--- src/dplru_pkg.sv ---
// dplru_pkg: shared types and constants for the demand paging LRU frame manager.
// Used by dplru_ctrl, dplru_dp, the top level and the checker; no dependencies.
`default_nettype none

package dplru_pkg;

  // Fixed field widths
  localparam int CFG_W  = 7;
  localparam int FILE_W = 2;

  // Pool size after reset
  localparam logic [CFG_W-1:0] CFG_RESET = 7'd64;

  // Result kind
  typedef enum logic {
    KIND_FILL    = 1'b0,
    KIND_UPGRADE = 1'b1
  } kind_t;

  // Commands from the sequencer to the datapath
  typedef struct packed {
    logic start;      // transfer taken: latch request, clear scan results
    logic rd;         // read frame tables at rd_idx
    logic scan_eval;  // evaluate read data of frame ev_idx for lookup
    logic decide;     // pick frame, update flags and tag table
    logic upd_eval;   // rewrite recency rank of frame ev_idx
    logic load;       // load result register
  } cmd_t;

endpackage

`default_nettype wire

--- src/dplru_ctrl.sv ---
// dplru_ctrl: sequencer for the frame manager; walks the frame tables twice
// per fault (lookup scan, rank update) and owns both handshakes. Uses dplru_pkg.
`default_nettype none

module dplru_ctrl #(
  parameter int FRAMES = 64
) (
  input  wire                        clk,
  input  wire                        rst_n,
  input  wire                        in_valid,
  output logic                       in_ready,
  output logic                       out_valid,
  input  wire                        out_ready,
  output dplru_pkg::cmd_t            cmd,
  output logic [$clog2(FRAMES)-1:0]  rd_idx,
  output logic [$clog2(FRAMES)-1:0]  ev_idx
);

  localparam int FW = $clog2(FRAMES);

  typedef enum logic [2:0] {
    S_IDLE,
    S_SCAN,
    S_SWAIT,
    S_DECIDE,
    S_UPD,
    S_UWAIT,
    S_FINISH
  } state_t;

  state_t        state_r, state_nxt;
  logic [FW-1:0] idx_r, idx_nxt;
  logic [FW-1:0] ev_idx_r, ev_idx_nxt;
  logic          stg_scan_r, stg_scan_nxt;
  logic          stg_upd_r, stg_upd_nxt;
  logic          out_valid_r, out_valid_nxt;
  logic          last;

  assign last = (idx_r == FW'(FRAMES - 1));

  // Next state and commands
  always_comb begin
    state_nxt     = state_r;
    idx_nxt       = idx_r;
    ev_idx_nxt    = idx_r;
    stg_scan_nxt  = (state_r == S_SCAN);
    stg_upd_nxt   = (state_r == S_UPD);
    out_valid_nxt = out_valid_r;
    cmd           = '0;

    if (out_valid_r && out_ready) begin
      out_valid_nxt = 1'b0;
    end

    unique case (state_r)
      S_IDLE: begin
        if (in_valid) begin
          cmd.start = 1'b1;
          idx_nxt   = '0;
          state_nxt = S_SCAN;
        end
      end
      S_SCAN: begin
        cmd.rd  = 1'b1;
        idx_nxt = last ? '0 : idx_r + 1'b1;
        if (last) begin
          state_nxt = S_SWAIT;
        end
      end
      S_SWAIT: begin
        state_nxt = S_DECIDE;
      end
      S_DECIDE: begin
        cmd.decide = 1'b1;
        idx_nxt    = '0;
        state_nxt  = S_UPD;
      end
      S_UPD: begin
        cmd.rd  = 1'b1;
        idx_nxt = last ? '0 : idx_r + 1'b1;
        if (last) begin
          state_nxt = S_UWAIT;
        end
      end
      S_UWAIT: begin
        state_nxt = S_FINISH;
      end
      S_FINISH: begin
        // wait for the result register to be free
        if (!out_valid_r || out_ready) begin
          cmd.load      = 1'b1;
          out_valid_nxt = 1'b1;
          state_nxt     = S_IDLE;
        end
      end
      default: begin
        state_nxt = S_IDLE;
      end
    endcase

    // read data arrives in the cycle after the read
    cmd.scan_eval = stg_scan_r;
    cmd.upd_eval  = stg_upd_r;
  end

  // State and registered outputs
  always_ff @(posedge clk) begin
    if (!rst_n) begin
      state_r     <= S_IDLE;
      idx_r       <= '0;
      ev_idx_r    <= '0;
      stg_scan_r  <= 1'b0;
      stg_upd_r   <= 1'b0;
      out_valid_r <= 1'b0;
    end else begin
      state_r     <= state_nxt;
      idx_r       <= idx_nxt;
      ev_idx_r    <= ev_idx_nxt;
      stg_scan_r  <= stg_scan_nxt;
      stg_upd_r   <= stg_upd_nxt;
      out_valid_r <= out_valid_nxt;
    end
  end

  assign in_ready  = (state_r == S_IDLE);
  assign out_valid = out_valid_r;
  assign rd_idx    = idx_r;
  assign ev_idx    = ev_idx_r;

endmodule

`default_nettype wire

--- src/dplru_dp.sv ---
// dplru_dp: frame tables (valid/dirty flags, tag and rank memories), lookup
// scan registers, rank update and result register. Uses dplru_pkg.
`default_nettype none

module dplru_dp #(
  parameter int FRAMES    = 64,
  parameter int FILES     = 4,
  parameter int PAGE_BITS = 20
) (
  input  wire                              clk,
  input  wire                              rst_n,
  input  dplru_pkg::cmd_t                  cmd,
  input  wire  [$clog2(FRAMES)-1:0]        rd_idx,
  input  wire  [$clog2(FRAMES)-1:0]        ev_idx,
  input  wire                              cfg_we,
  input  wire  [dplru_pkg::CFG_W-1:0]      cfg_data,
  input  wire  [dplru_pkg::FILE_W-1:0]     in_file_id,
  input  wire  [PAGE_BITS-1:0]             in_page_index,
  output logic                             out_access_kind,
  output logic [$clog2(FRAMES)-1:0]        out_frame,
  output logic                             out_evicted,
  output logic [dplru_pkg::FILE_W-1:0]     out_evicted_file,
  output logic [PAGE_BITS-1:0]             out_evicted_page,
  output logic                             out_write_back
);

  localparam int FW  = $clog2(FRAMES);
  localparam int CW  = $clog2(FRAMES + 1);
  localparam int TW  = dplru_pkg::FILE_W + PAGE_BITS;
  localparam int NW  = (dplru_pkg::CFG_W > FW + 1) ? dplru_pkg::CFG_W : FW + 1;

  // Pool size register
  logic [dplru_pkg::CFG_W-1:0] cfg_r;
  logic [NW-1:0]               pool_n;

  // Frame flags and tables
  logic [FRAMES-1:0] valid_r;
  logic [FRAMES-1:0] dirty_r;
  logic [TW-1:0]     tag_mem  [FRAMES];
  logic [FW-1:0]     rank_mem [FRAMES];
  logic [TW-1:0]     tag_q_r;
  logic [FW-1:0]     rank_q_r;

  // Request
  logic [dplru_pkg::FILE_W-1:0] fid_m;
  logic [TW-1:0]                req_tag_r;

  // Scan results
  logic [CW-1:0] cnt_r;
  logic          hit_r;
  logic [FW-1:0] hit_idx_r;
  logic [FW-1:0] hit_rank_r;
  logic          free_r;
  logic [FW-1:0] free_idx_r;
  logic          vic_r;
  logic [FW-1:0] vic_idx_r;
  logic [FW-1:0] vic_rank_r;
  logic [TW-1:0] vic_tag_r;
  logic          vic_dirty_r;

  // Decision
  logic [FW-1:0]    f_nxt, f_r;
  logic [CW-1:0]    old_nxt, old_r;
  logic             evict_nxt, evict_r;
  dplru_pkg::kind_t kind_nxt, kind_r;

  // Per-frame evaluation
  logic          ev_valid;
  logic          ev_in_pool;
  logic          tag_hit;
  logic [FW-1:0] rank_dec;
  logic [FW-1:0] rank_new;
  logic          rank_we;
  logic [FW-1:0] rank_wd;

  // Configuration
  always_ff @(posedge clk) begin
    if (!rst_n) begin
      cfg_r <= dplru_pkg::CFG_RESET;
    end else if (cfg_we) begin
      cfg_r <= cfg_data;
    end
  end

  // Clamp pool size to 1 .. FRAMES
  always_comb begin
    if (cfg_r == '0) begin
      pool_n = NW'(1);
    end else if (NW'(cfg_r) > NW'(FRAMES)) begin
      pool_n = NW'(FRAMES);
    end else begin
      pool_n = NW'(cfg_r);
    end
  end

  // File number folded into 0 .. FILES-1 (input is at most 3)
  always_comb begin
    fid_m = in_file_id;
    for (int k = 0; k < 3; k++) begin
      if (int'(fid_m) >= FILES) begin
        fid_m = fid_m - dplru_pkg::FILE_W'(FILES);
      end
    end
  end

  // Lookup of the frame under evaluation
  assign ev_valid   = valid_r[ev_idx];
  assign ev_in_pool = (NW'(ev_idx) < pool_n);
  assign tag_hit    = (tag_q_r == req_tag_r);

  // Scan: hit, first free frame in pool, LRU victim in pool, resident count
  always_ff @(posedge clk) begin
    if (!rst_n) begin
      cnt_r  <= '0;
      hit_r  <= 1'b0;
      free_r <= 1'b0;
      vic_r  <= 1'b0;
    end else if (cmd.start) begin
      cnt_r  <= '0;
      hit_r  <= 1'b0;
      free_r <= 1'b0;
      vic_r  <= 1'b0;
    end else if (cmd.scan_eval) begin
      if (ev_valid) begin
        cnt_r <= cnt_r + 1'b1;
        if (!hit_r && tag_hit) begin
          hit_r <= 1'b1;
        end
      end
      if (ev_in_pool && !ev_valid && !free_r) begin
        free_r <= 1'b1;
      end
      if (ev_in_pool && ev_valid && (!vic_r || rank_q_r > vic_rank_r)) begin
        vic_r <= 1'b1;
      end
    end
  end

  // Scan payload
  always_ff @(posedge clk) begin
    if (cmd.start) begin
      req_tag_r <= {fid_m, in_page_index};
    end
    if (cmd.scan_eval) begin
      if (ev_valid && !hit_r && tag_hit) begin
        hit_idx_r  <= ev_idx;
        hit_rank_r <= rank_q_r;
      end
      if (ev_in_pool && !ev_valid && !free_r) begin
        free_idx_r <= ev_idx;
      end
      if (ev_in_pool && ev_valid && (!vic_r || rank_q_r > vic_rank_r)) begin
        vic_idx_r   <= ev_idx;
        vic_rank_r  <= rank_q_r;
        vic_tag_r   <= tag_q_r;
        vic_dirty_r <= dirty_r[ev_idx];
      end
    end
  end

  // Frame choice and rank bound for the update pass
  always_comb begin
    if (hit_r) begin
      f_nxt     = hit_idx_r;
      old_nxt   = CW'(hit_rank_r);
      evict_nxt = 1'b0;
      kind_nxt  = dplru_pkg::KIND_UPGRADE;
    end else if (free_r) begin
      f_nxt     = free_idx_r;
      old_nxt   = cnt_r;
      evict_nxt = 1'b0;
      kind_nxt  = dplru_pkg::KIND_FILL;
    end else begin
      f_nxt     = vic_idx_r;
      old_nxt   = cnt_r - 1'b1;
      evict_nxt = 1'b1;
      kind_nxt  = dplru_pkg::KIND_FILL;
    end
  end

  always_ff @(posedge clk) begin
    if (cmd.decide) begin
      f_r     <= f_nxt;
      old_r   <= old_nxt;
      evict_r <= evict_nxt;
      kind_r  <= kind_nxt;
    end
  end

  // Frame flags: hit marks dirty, fill makes valid and clean
  always_ff @(posedge clk) begin
    if (!rst_n) begin
      valid_r <= '0;
      dirty_r <= '0;
    end else if (cmd.decide) begin
      if (hit_r) begin
        dirty_r[f_nxt] <= 1'b1;
      end else begin
        valid_r[f_nxt] <= 1'b1;
        dirty_r[f_nxt] <= 1'b0;
      end
    end
  end

  // Tag table
  always_ff @(posedge clk) begin
    if (cmd.decide && !hit_r) begin
      tag_mem[f_nxt] <= req_tag_r;
    end
    if (cmd.rd) begin
      tag_q_r <= tag_mem[rd_idx];
    end
  end

  // Rank update: close the victim's gap, then age frames newer than the bound
  always_comb begin
    rank_dec = (evict_r && rank_q_r > vic_rank_r) ? rank_q_r - 1'b1 : rank_q_r;
    rank_new = (CW'(rank_dec) < old_r) ? rank_dec + 1'b1 : rank_dec;
    rank_we  = cmd.upd_eval && ((ev_idx == f_r) || ev_valid);
    rank_wd  = (ev_idx == f_r) ? '0 : rank_new;
  end

  // Rank table
  always_ff @(posedge clk) begin
    if (rank_we) begin
      rank_mem[ev_idx] <= rank_wd;
    end
    if (cmd.rd) begin
      rank_q_r <= rank_mem[rd_idx];
    end
  end

  // Result register
  always_ff @(posedge clk) begin
    if (cmd.load) begin
      out_access_kind  <= kind_r;
      out_frame        <= f_r;
      out_evicted      <= evict_r;
      out_evicted_file <= evict_r ? vic_tag_r[TW-1:PAGE_BITS] : '0;
      out_evicted_page <= evict_r ? vic_tag_r[PAGE_BITS-1:0] : '0;
      out_write_back   <= evict_r & vic_dirty_r;
    end
  end

endmodule

`default_nettype wire

--- src/demand_paging_lru_frame_manager.sv ---
// Demand paging frame manager with LRU replacement, top level.
// Instantiates dplru_ctrl (sequencer) and dplru_dp (tables and datapath).
//
// Usage:
//   Input channel in_valid/in_ready carries one page fault (file, page).
//   Output channel out_valid/out_ready carries one result per fault: fill
//   or upgrade, the frame used, and any eviction with its write-back flag.
//   cfg_we/cfg_data set the pool size (frames 0 .. n-1); write only while
//   idle. Values of 0 act as 1, values above FRAMES act as FRAMES.
// Processing:
//   Each fault runs from transfer to result valid through a lookup pass over
//   the tag/rank memories, a wait state for the last read data, a decision
//   state, a read-modify-write pass over the rank memory, another wait state
//   for the last read data, and a state that loads the result register. One
//   fault is worked on at a time; in_ready is high whenever the sequencer is
//   idle, also while a result waits in the output register. The next fault
//   can be taken in the same cycle as the result turns valid.
// Reset and stall:
//   Reset clears all frame valid and dirty flags and the pool size returns
//   to 64; no clearing pass is needed. If the receiver stalls, the result is
//   held and the next fault is processed but held back before its result
//   load until the output register is free.
`default_nettype none

module demand_paging_lru_frame_manager #(
  parameter int FRAMES    = 64,
  parameter int FILES     = 4,
  parameter int PAGE_BITS = 20
) (
  input  wire                              clk,
  input  wire                              rst_n,
  input  wire                              cfg_we,
  input  wire  [dplru_pkg::CFG_W-1:0]      cfg_data,
  input  wire                              in_valid,
  output logic                             in_ready,
  input  wire  [dplru_pkg::FILE_W-1:0]     in_file_id,
  input  wire  [PAGE_BITS-1:0]             in_page_index,
  output logic                             out_valid,
  input  wire                              out_ready,
  output logic                             out_access_kind,
  output logic [$clog2(FRAMES)-1:0]        out_frame,
  output logic                             out_evicted,
  output logic [dplru_pkg::FILE_W-1:0]     out_evicted_file,
  output logic [PAGE_BITS-1:0]             out_evicted_page,
  output logic                             out_write_back
);

  localparam int FW = $clog2(FRAMES);

  dplru_pkg::cmd_t cmd;
  logic [FW-1:0]   rd_idx;
  logic [FW-1:0]   ev_idx;

  // Sequencer
  dplru_ctrl #(
    .FRAMES (FRAMES)
  ) u_ctrl (
    .clk       (clk),
    .rst_n     (rst_n),
    .in_valid  (in_valid),
    .in_ready  (in_ready),
    .out_valid (out_valid),
    .out_ready (out_ready),
    .cmd       (cmd),
    .rd_idx    (rd_idx),
    .ev_idx    (ev_idx)
  );

  // Frame tables and datapath
  dplru_dp #(
    .FRAMES    (FRAMES),
    .FILES     (FILES),
    .PAGE_BITS (PAGE_BITS)
  ) u_dp (
    .clk              (clk),
    .rst_n            (rst_n),
    .cmd              (cmd),
    .rd_idx           (rd_idx),
    .ev_idx           (ev_idx),
    .cfg_we           (cfg_we),
    .cfg_data         (cfg_data),
    .in_file_id       (in_file_id),
    .in_page_index    (in_page_index),
    .out_access_kind  (out_access_kind),
    .out_frame        (out_frame),
    .out_evicted      (out_evicted),
    .out_evicted_file (out_evicted_file),
    .out_evicted_page (out_evicted_page),
    .out_write_back   (out_write_back)
  );

endmodule

`default_nettype wire

--- config.mk ---
export PLATFORM = sky130hd
export DESIGN_NAME = demand_paging_lru_frame_manager
export DESIGN_NICKNAME = d
export VERILOG_FILES = /design/src/dplru_pkg.sv /design/src/dplru_ctrl.sv /design/src/dplru_dp.sv /design/src/demand_paging_lru_frame_manager.sv
export SDC_FILE = /design/constraint.sdc
export NUM_CORES = 2
export LEC_CHECK = 0
export BUFFER_PORTS_ARGS = -buffer_cell sky130_fd_sc_hd__buf_4
export CAP_MARGIN = 5
export CORE_MARGIN = 2
export CORE_UTILIZATION = 50
export DETAILED_ROUTE_END_ITERATION = 6
export GPL_TIMING_DRIVEN = 0
export PLACE_DENSITY = 0.77
export RECOVER_POWER = 100
export SYNTH_ARGS = -nofsm -noshare
export SYNTH_HDL_FRONTEND = slang
export SYNTH_SLANG_ARGS = --single-unit
--- constraint.sdc ---
create_clock -name clk -period 6.5 [get_ports clk]
set_clock_uncertainty 0.2 [all_clocks]
set_input_delay 0.65 -clock clk [delete_from_list [all_inputs] [get_ports clk]]
set_output_delay 0.65 -clock clk [all_outputs]
set_load 0.02 [all_outputs]
=== After elaboration in Yosys (flattened, before gate mapping) ===
Memory sizes are Yosys's and may differ from the RTL's. A register that Yosys moved wholly into a read port is not among the register bits.
Index checks and enable logic that the tools add are counted.

* Register bits: 284
* Bits in writable memories: 1792
* Bits of input ports: 34
* Output and inout port bits: 33
* Logic and storage cells: 138
* Memories kept: 2

{| class="wikitable"
|+ Memories
! memory !! words !! bits a word !! rd ports !! clocked after Yosys merged registers in !! wr ports !! line !! text
|-
| u_dp.tag_mem || 64 || 22 || 1 || 1 || 1 || dplru_dp.sv:39 || <nowiki>logic [TW-1:0] tag_mem [FRAMES];</nowiki>
|-
| u_dp.rank_mem || 64 || 6 || 1 || 1 || 1 || dplru_dp.sv:40 || <nowiki>logic [FW-1:0] rank_mem [FRAMES];</nowiki>
|}

* Add/subtract/negate cells: 5
* Magnitude comparators: 7
* Equality and inequality tests: 13
* Muxes and demuxes: 39
* Bitwise operators: 7
* Reductions and logical operators: 33

{| class="wikitable"
|+ Operators by type and width
! operator !! count
|-
| $or A64 B64 Y64 || 2
|-
| $and A64 B64 Y64 || 1
|-
| $mux W64 || 1
|-
| $not A64 Y64 || 1
|-
| $mux W6 || 8
|-
| $eq A22 B22 Y1 || 1
|-
| $mux W7 || 3
|-
| $pmux W3 S7 || 1
|-
| $mux W1 || 18
|-
| $pmux W6 S3 || 1
|-
| $lt A6 B7 Y1 || 2
|-
| $lt A6 B7 Y1 const B || 2
|-
| $add A6 B1 Y6 const B || 2
|-
| $bmux W1 S6 || 2
|-
| $logic_and A1 B1 Y1 || 12
|-
| $mux W3 || 4
|-
| $reduce_and A2 Y1 || 6
|-
| $eq A3 B3 Y1 const B || 3
|-
| $add A7 B1 Y7 const B || 1
|-
| $gt A7 B7 Y1 const B || 1
|-
| $logic_not A7 Y1 || 1
|-
| $sub A7 B1 Y7 const B || 1
|-
| $demux W1 S6 || 1
|-
| $eq A3 B2 Y1 const B || 2
|-
| 17 further kinds || 27
|}

=== Longest topological paths before layout ===
* Depth in word-level cells: 9
* Mapped depth: 15
* Depth with buffers taken out: 15

=== Hierarchy ===
A second synthesis with hierarchy kept.

* Cell total of the unflattened synthesis: 3825
* Area total of the unflattened synthesis: 81697.1 um^2

{| class="wikitable"
|+ By module, submodules not included
! module !! times used !! cells an instance !! area an instance (um^2) !! seq. area each (um^2)
|-
| dplru_dp || 1 || 3743 || 80936.4 || 61188.7
|-
| dplru_ctrl || 1 || 82 || 760.7 || 360.3
|}

=== Worst setup path before layout ===
Ideal clock, no wire load.

* Path type: register to register
* Start: register u_dp.rank_q_r[0] (read register of u_dp.rank_mem)
* End: memory u_dp.rank_mem[0][2] in the netlist's numbering, data pin
* Library setup time: 681 ps
* Arrival time: 5730 ps
* Required time: 5619 ps
* Setup slack: -110 ps
* Cell stages (with the launch flop): 15
* Clock period less this slack: 6610 ps
* Path through: edfxtp_1 -> inv_1 -> ha_1 -> and4_1 -> mux2i_1 -> o211ai_1 -> nor3_1 -> xor2_1 -> ha_1 -> a21o_1 -> a2111oi_0 -> o2111ai_1 -> o211ai_1 -> a21oi_1 -> nor3_1

* Cells in the longest elaborated chain, start to end: 6

{| class="wikitable"
|+ RTL lines
! element !! line !! text
|-
| from (decl) || dplru_dp.sv:42 || <nowiki>logic [FW-1:0] rank_q_r;</nowiki>
|-
| $gt A6 B6 Y1 || dplru_dp.sv:217 || <nowiki>rank_dec = (evict_r && rank_q_r > vic_rank_r) ? rank_q_r - 1'b1 : rank_q_r;</nowiki>
|-
| $logic_and A1 B1 Y1 || dplru_dp.sv:217 ||
|-
| $mux W6 * || dplru_dp.sv:217 ||
|-
| $add A6 B1 Y6 / $lt A6 B7 Y1 (equally long branches) || dplru_dp.sv:218 || <nowiki>rank_new = (CW'(rank_dec) < old_r) ? rank_dec + 1'b1 : rank_dec;</nowiki>
|-
| $mux W6 * || dplru_dp.sv:218 ||
|-
| $mux W6 * || dplru_dp.sv:220 || <nowiki>rank_wd = (ev_idx == f_r) ? '0 : rank_new;</nowiki>
|-
| net u_dp.rank_wd[2] || dplru_dp.sv:74 || <nowiki>logic [FW-1:0] rank_wd;</nowiki>
|-
| to (decl) || dplru_dp.sv:40 ||
|}

The timed path passes the listed nets; every way through them passes the cells marked *.

=== Worst setup path in the final report ===
* Start: register u_ctrl.ev_idx_r[0], in the netlist u_ctrl.ev_idx[0]
* End: register u_dp.vic_tag_r[2] (enable)

* Cells in the longest elaborated chain, start to end: 5

{| class="wikitable"
|+ RTL lines
! element !! line !! text
|-
| from (decl) || dplru_ctrl.sv:33 || <nowiki>logic [FW-1:0] ev_idx_r, ev_idx_nxt;</nowiki>
|-
| from (signal assigned) || dplru_ctrl.sv:118 || <nowiki>ev_idx_r <= ev_idx_nxt;</nowiki>
|-
| $bmux W1 S6 || dplru_dp.sv:107 || <nowiki>assign ev_valid = valid_r[ev_idx];</nowiki>
|-
| $mux W1 (not written as such) || dplru_dp.sv:107 ||
|-
| $logic_and A1 B1 Y1 * (2 in a row) || dplru_dp.sv:152 || <nowiki>if (ev_in_pool && ev_valid && (!vic_r || rank_q_r > vic_rank_r)) begin</nowiki>
|-
| $reduce_and A2 Y1 (no line) * || n/a ||
|-
| to (signal assigned) || dplru_dp.sv:155 || <nowiki>vic_tag_r <= tag_q_r;</nowiki>
|-
| to (decl) || dplru_dp.sv:58 || <nowiki>logic [TW-1:0] vic_tag_r;</nowiki>
|}

Mark *: on every way between the ends. The rest lies on a longest branch, timed or not. The select of a mux whose other input is x is not followed.
A chain may end at the register's enable or synchronous reset.

==> impl_metrics.py <==
metrics = {
    "timing": {
        "hold_viol_final": 0,
        "setup_viol": 0,
        "fin_crit_sh": 0.968,
        "fin_ws_ps": 209,
        "fmax_mhz": 159,
        "slew_viol_final": 1502,
        "grt_setup_unrepaired": "false",
        "max-slew-margin-rel": -1.08,
        "max_slew.worst_pin.slew_ps": 3110,
        "min_period_ps": 6290,
    },
    "drt": {
        "drt_wl_total_mm": 230,
        "ant_nets": 0,
        "route.detailed.drc": 0,
        "dr.pass1.iters": 7,
        "drt_iter0_drc": 7447,
        "wl_per_cell_um": 34.8,
        "viasPerCell": 6.60,
        "vias": 43609,
    },
    "synth": {
        "synth-seq-area-share": 0.753,
        "syn_nets": 3906,
        "synth-edff-count": 1941,
        "ys_async_sr_fraction": 0,
        "syn_inst": 3852,
        "yosysUniqueCellTypes": 61,
        "synth_flop_cell": "edfxtp_1",
        "syn_area_per_cell_um2": 21.2,
        "ys_seq_elements": 2104,
        "netlist_area_um2": 81800,
        "yosys_warnings": 0,
    },
    "min_path": {
        "hold_path_class": "primary input to register",
        "worstHoldStart": "cfg_we",
    },
    "placement": {
        "pre_cts_ws_ps": 576,
        "place_congestion": 0.942,
        "numPortBuffers": 64,
        "postPlaceCellArea_um2": 88100,
        "dp_hpwl_mm": 140,
    },
    "global_routing": {
        "grt_pass1_vias": 43766,
        "grt_pass1_wl_mm": 325,
        "grt_max_degree": 46,
        "overflow": 0,
        "antenna_found_initial": 12,
        "track_usage": 0.275,
    },
    "finish": {
        "fillCellCount": 11505,
        "finalNetCount": 4318,
        "syn_to_final_growth_pct": 12.7,
        "fin_area_um2": 92200,
        "drive_above_1_share": 0.227,
    },
    "job": {
        "max_cap_viol_count": 65,
    },
    "setup_path": {
        "path_buf_inv": 4,
        "crit_type": "register to register",
        "crit_family": "compound AO/OA/AOI/OAI gates",
        "path_cells": "buf_6, clkbuf_1, and3_1, a221oi_1, o21ai_0, or3_2, clkbuf_1, nand2_1, a21oi_1, clkbuf_2",
        "r2r-start": "u_ctrl.ev_idx[0]",
        "crit_path_start_kind": "register",
        "required_ps": 6770,
        "ff2ff_setup_slack_ps": 210,
        "max_stage_delay_ps": 1560,
        "path_max_fanout": 20,
        "cpMostUsedCell": "clkbuf_1",
        "startpoint": "u_ctrl.ev_idx[0]",
        "cp-end-kind": "register",
        "slowest_stage": "a21oi_1",
        "cp.arrival_ps": 6560,
    },
    "clocking": {
        "cts_tree": "yes",
        "cts.sinks": 2104,
        "clk_path_buf_depth": 3,
        "cts_buffers": 196,
        "ctsResizeCount": 0,
        "clk_latency_ps": 840,
        "ctsRootBufferMaster": "clkbuf_16",
        "cts.reportedPaths.clkPinSlew_ps": 60,
        "h-tree-depth": 4,
    },
    "floorplan": {
        "die_w_um": 408,
        "io_pins": 67,
        "num_rows": 148,
        "initial_core_util": 0.503,
        "fp.dieH_um": 408,
        "dieArea_um2": 167000,
        "design.core.area_um2": 163000,
    },
    "power": {
        "ir_worst_vdd_mv": 0.290,
        "leakage_nw": 27.9,
        "p_per_area_nw_per_um2": 302,
    },
    "status": {
        "outcome": "complete, but fails checks",
        "violations": "capacitance limit, slew limit",
    },
}
-- timing repair --
action                                  CTS  global route
buffers inserted                          0             0
hold buffers                             29             0
endpoints found under the setup margin    0            18
endpoints found under the hold margin    29             0
-- tightest hold or removal path, cell delays in order --
cell and delay [ps]:
clkbuf_1 220, mux2i_1 170, nand2_1 60
-- final timing paths --
kind / depth (start not counted) / to
setup / recovery: 10 / u_dp.vic_tag_r[2]
hold / removal: 3 / u_dp.cfg_r[6]
setup reg to reg: 10 / u_dp.vic_tag_r[2]
hold reg to reg: 0 / u_dp.out_access_kind
-- sequential cells by signal, indices dropped and copies added, names as in the netlist, 3 cells and up, named ones only --
| name | cells |
|---|---|
| u_ctrl.ev_idx | 6 |
| u_ctrl.rd_idx | 6 |
| u_ctrl.state_r | 3 |
| u_dp.cfg_r | 7 |
| u_dp.cnt_r | 7 |
| u_dp.f_r | 6 |
| u_dp.free_idx_r | 6 |
| u_dp.hit_idx_r | 6 |
| u_dp.hit_rank_r | 6 |
| u_dp.old_r | 7 |
| u_dp.out_evicted_page | 20 |
| u_dp.out_frame | 6 |
| u_dp.rank_mem | 384 |
| u_dp.rank_q_r | 6 |
| u_dp.req_tag_r | 22 |
| u_dp.tag_mem | 1408 |
| u_dp.tag_q_r | 22 |
| u_dp.valid_r | 64 |
| u_dp.vic_idx_r | 6 |
| u_dp.vic_rank_r | 6 |
| u_dp.vic_tag_r | 22 |
-- Yosys cell counts (4+ instances only) --
library cell / instances / area (um2)
a21oi_1: 23 / 115
clkbuf_1: 138 / 518
a221oi_1: 6 / 52.6
a221o_1: 6 / 60.1
buf_2: 36 / 180
mux2i_1: 54 / 541
o21ai_1: 5 / 25.0
buf_1: 31 / 116
a22oi_1: 4 / 30.0
o21a_1: 66 / 495
nor2b_1: 54 / 338
nand2b_1: 22 / 138
nand2_1: 138 / 518
mux4_2: 610 / 13700
a21boi_0: 33 / 248
edfxtp_1: 1941 / 58300
nor3b_1: 5 / 37.5
ha_1: 20 / 250
and2_1: 36 / 225
nor4_1: 7 / 43.8
xor2_1: 28 / 245
a21o_1: 4 / 30.0
xnor2_1: 14 / 123
and3_1: 9 / 56.3
o21ai_0: 31 / 155
nor2_1: 174 / 653
dfxtp_1: 163 / 3260
nor3_1: 26 / 130
inv_1: 23 / 86.3
or3_1: 5 / 31.3
nand3_1: 56 / 280
nand3b_1: 5 / 37.5
mux2_2: 9 / 101
o21ai_4: 5 / 81.3
a31oi_1: 5 / 31.3
nand4_1: 10 / 62.6
-- report_power, final --
| group | internal, W | switching [W] |
|---|---|---|
| combinational | 0.000486 | 0.000793 |
| clock | 0.00645 | 0.00517 |
| sequential | 0.0149 | 0.0000599 |
| total | 0.0218 | 0.00602 |
-- per-layer routing --
metal,global-route usage,wire [um],part of all wire,up-vias
li1,-,-,-,16727
met1,0.358,78300,0.34,22364
met2,0.423,107000,0.46,3773
met3,0.0793,30500,0.13,733
met4,0.145,14400,0.062,12
met5,0,79,0.00034,-
-- through the flow --
| stage | total power (W) | utilization | hold slack (ps) | instances | setup TNS [ps] |
|---|---|---|---|---|---|
| after floorplan | 0.0159 | - | 200 | 3852 | 0 |
| after global placement | 0.0164 | 0.523 | 207 | 6091 | -660720 |
| after detailed placement | 0.0165 | 0.542 | 217 | 6208 | 0 |
| after CTS | 0.0280 | 0.583 | 64.7 | 6598 | 0 |
| after global routing | 0.0284 | 0.567 | 135 | 6603 | 0 |
| final | 0.0278 | 0.567 | 107 | 6604 | 0 |
-- final cells by class --
type	instances	area, um2	share of cell area
clock buffers	245	5250	0.0570
clock inverters	116	1180	0.0128
inverters	25	93.8	0.00102
diodes	2	5.00	0.0000543
multi-input cells	1513	19200	0.209
well taps	2175	2720	0.0295
plain buffers	210	855	0.00927
flip-flops and latches	2104	61500	0.668
repair buffers	214	1310	0.0142
-- cell usage in the layout, fill, tap and decap left out, types with 9 or more instances in the layout --
cell type      synthesis  layout
buf_4                  2      11
xnor2_1               14      14
mux4_2               610     610
nand2b_1              22      22
xor2_1                28      28
a21boi_0              33      33
clkinv_1               2      41
nor2b_1               54      54
nand3_1               56      56
clkbuf_16              0     200
nand4_1               10      10
ha_1                  20      20
o21ai_0               31      41
clkbuf_4               0      22
edfxtp_1            1941    1941
inv_1                 23      23
bufinv_16              0      17
nor3_1                26      25
clkinv_2               0      35
and2_0                 0      28
nor2_1               174     169
buf_1                 31      21
buf_2                 36      31
dlygate4sd3_1          0      29
a21oi_1               23      21
dfxtp_1              163     163
and3_1                 9       9
nand2_1              138     138
clkbuf_1             138     327
o21a_1                66      66
mux2_2                 9       9
mux2i_1               54      54
-- cell families after synthesis --
family                     count (synthesis)  share of synthesized area
AOI/OAI and AO/OA                        217                     0.0195
xor gates and xnor gates                  42                    0.00450
adders and majority gates                 20                    0.00306
buffers and inverters                    235                     0.0117
DFF                                     2104                      0.753
muxes                                    675                      0.176
and+or+nand+nor                          559                     0.0324
No activity file was read; power rests on OpenSTA's default activity.
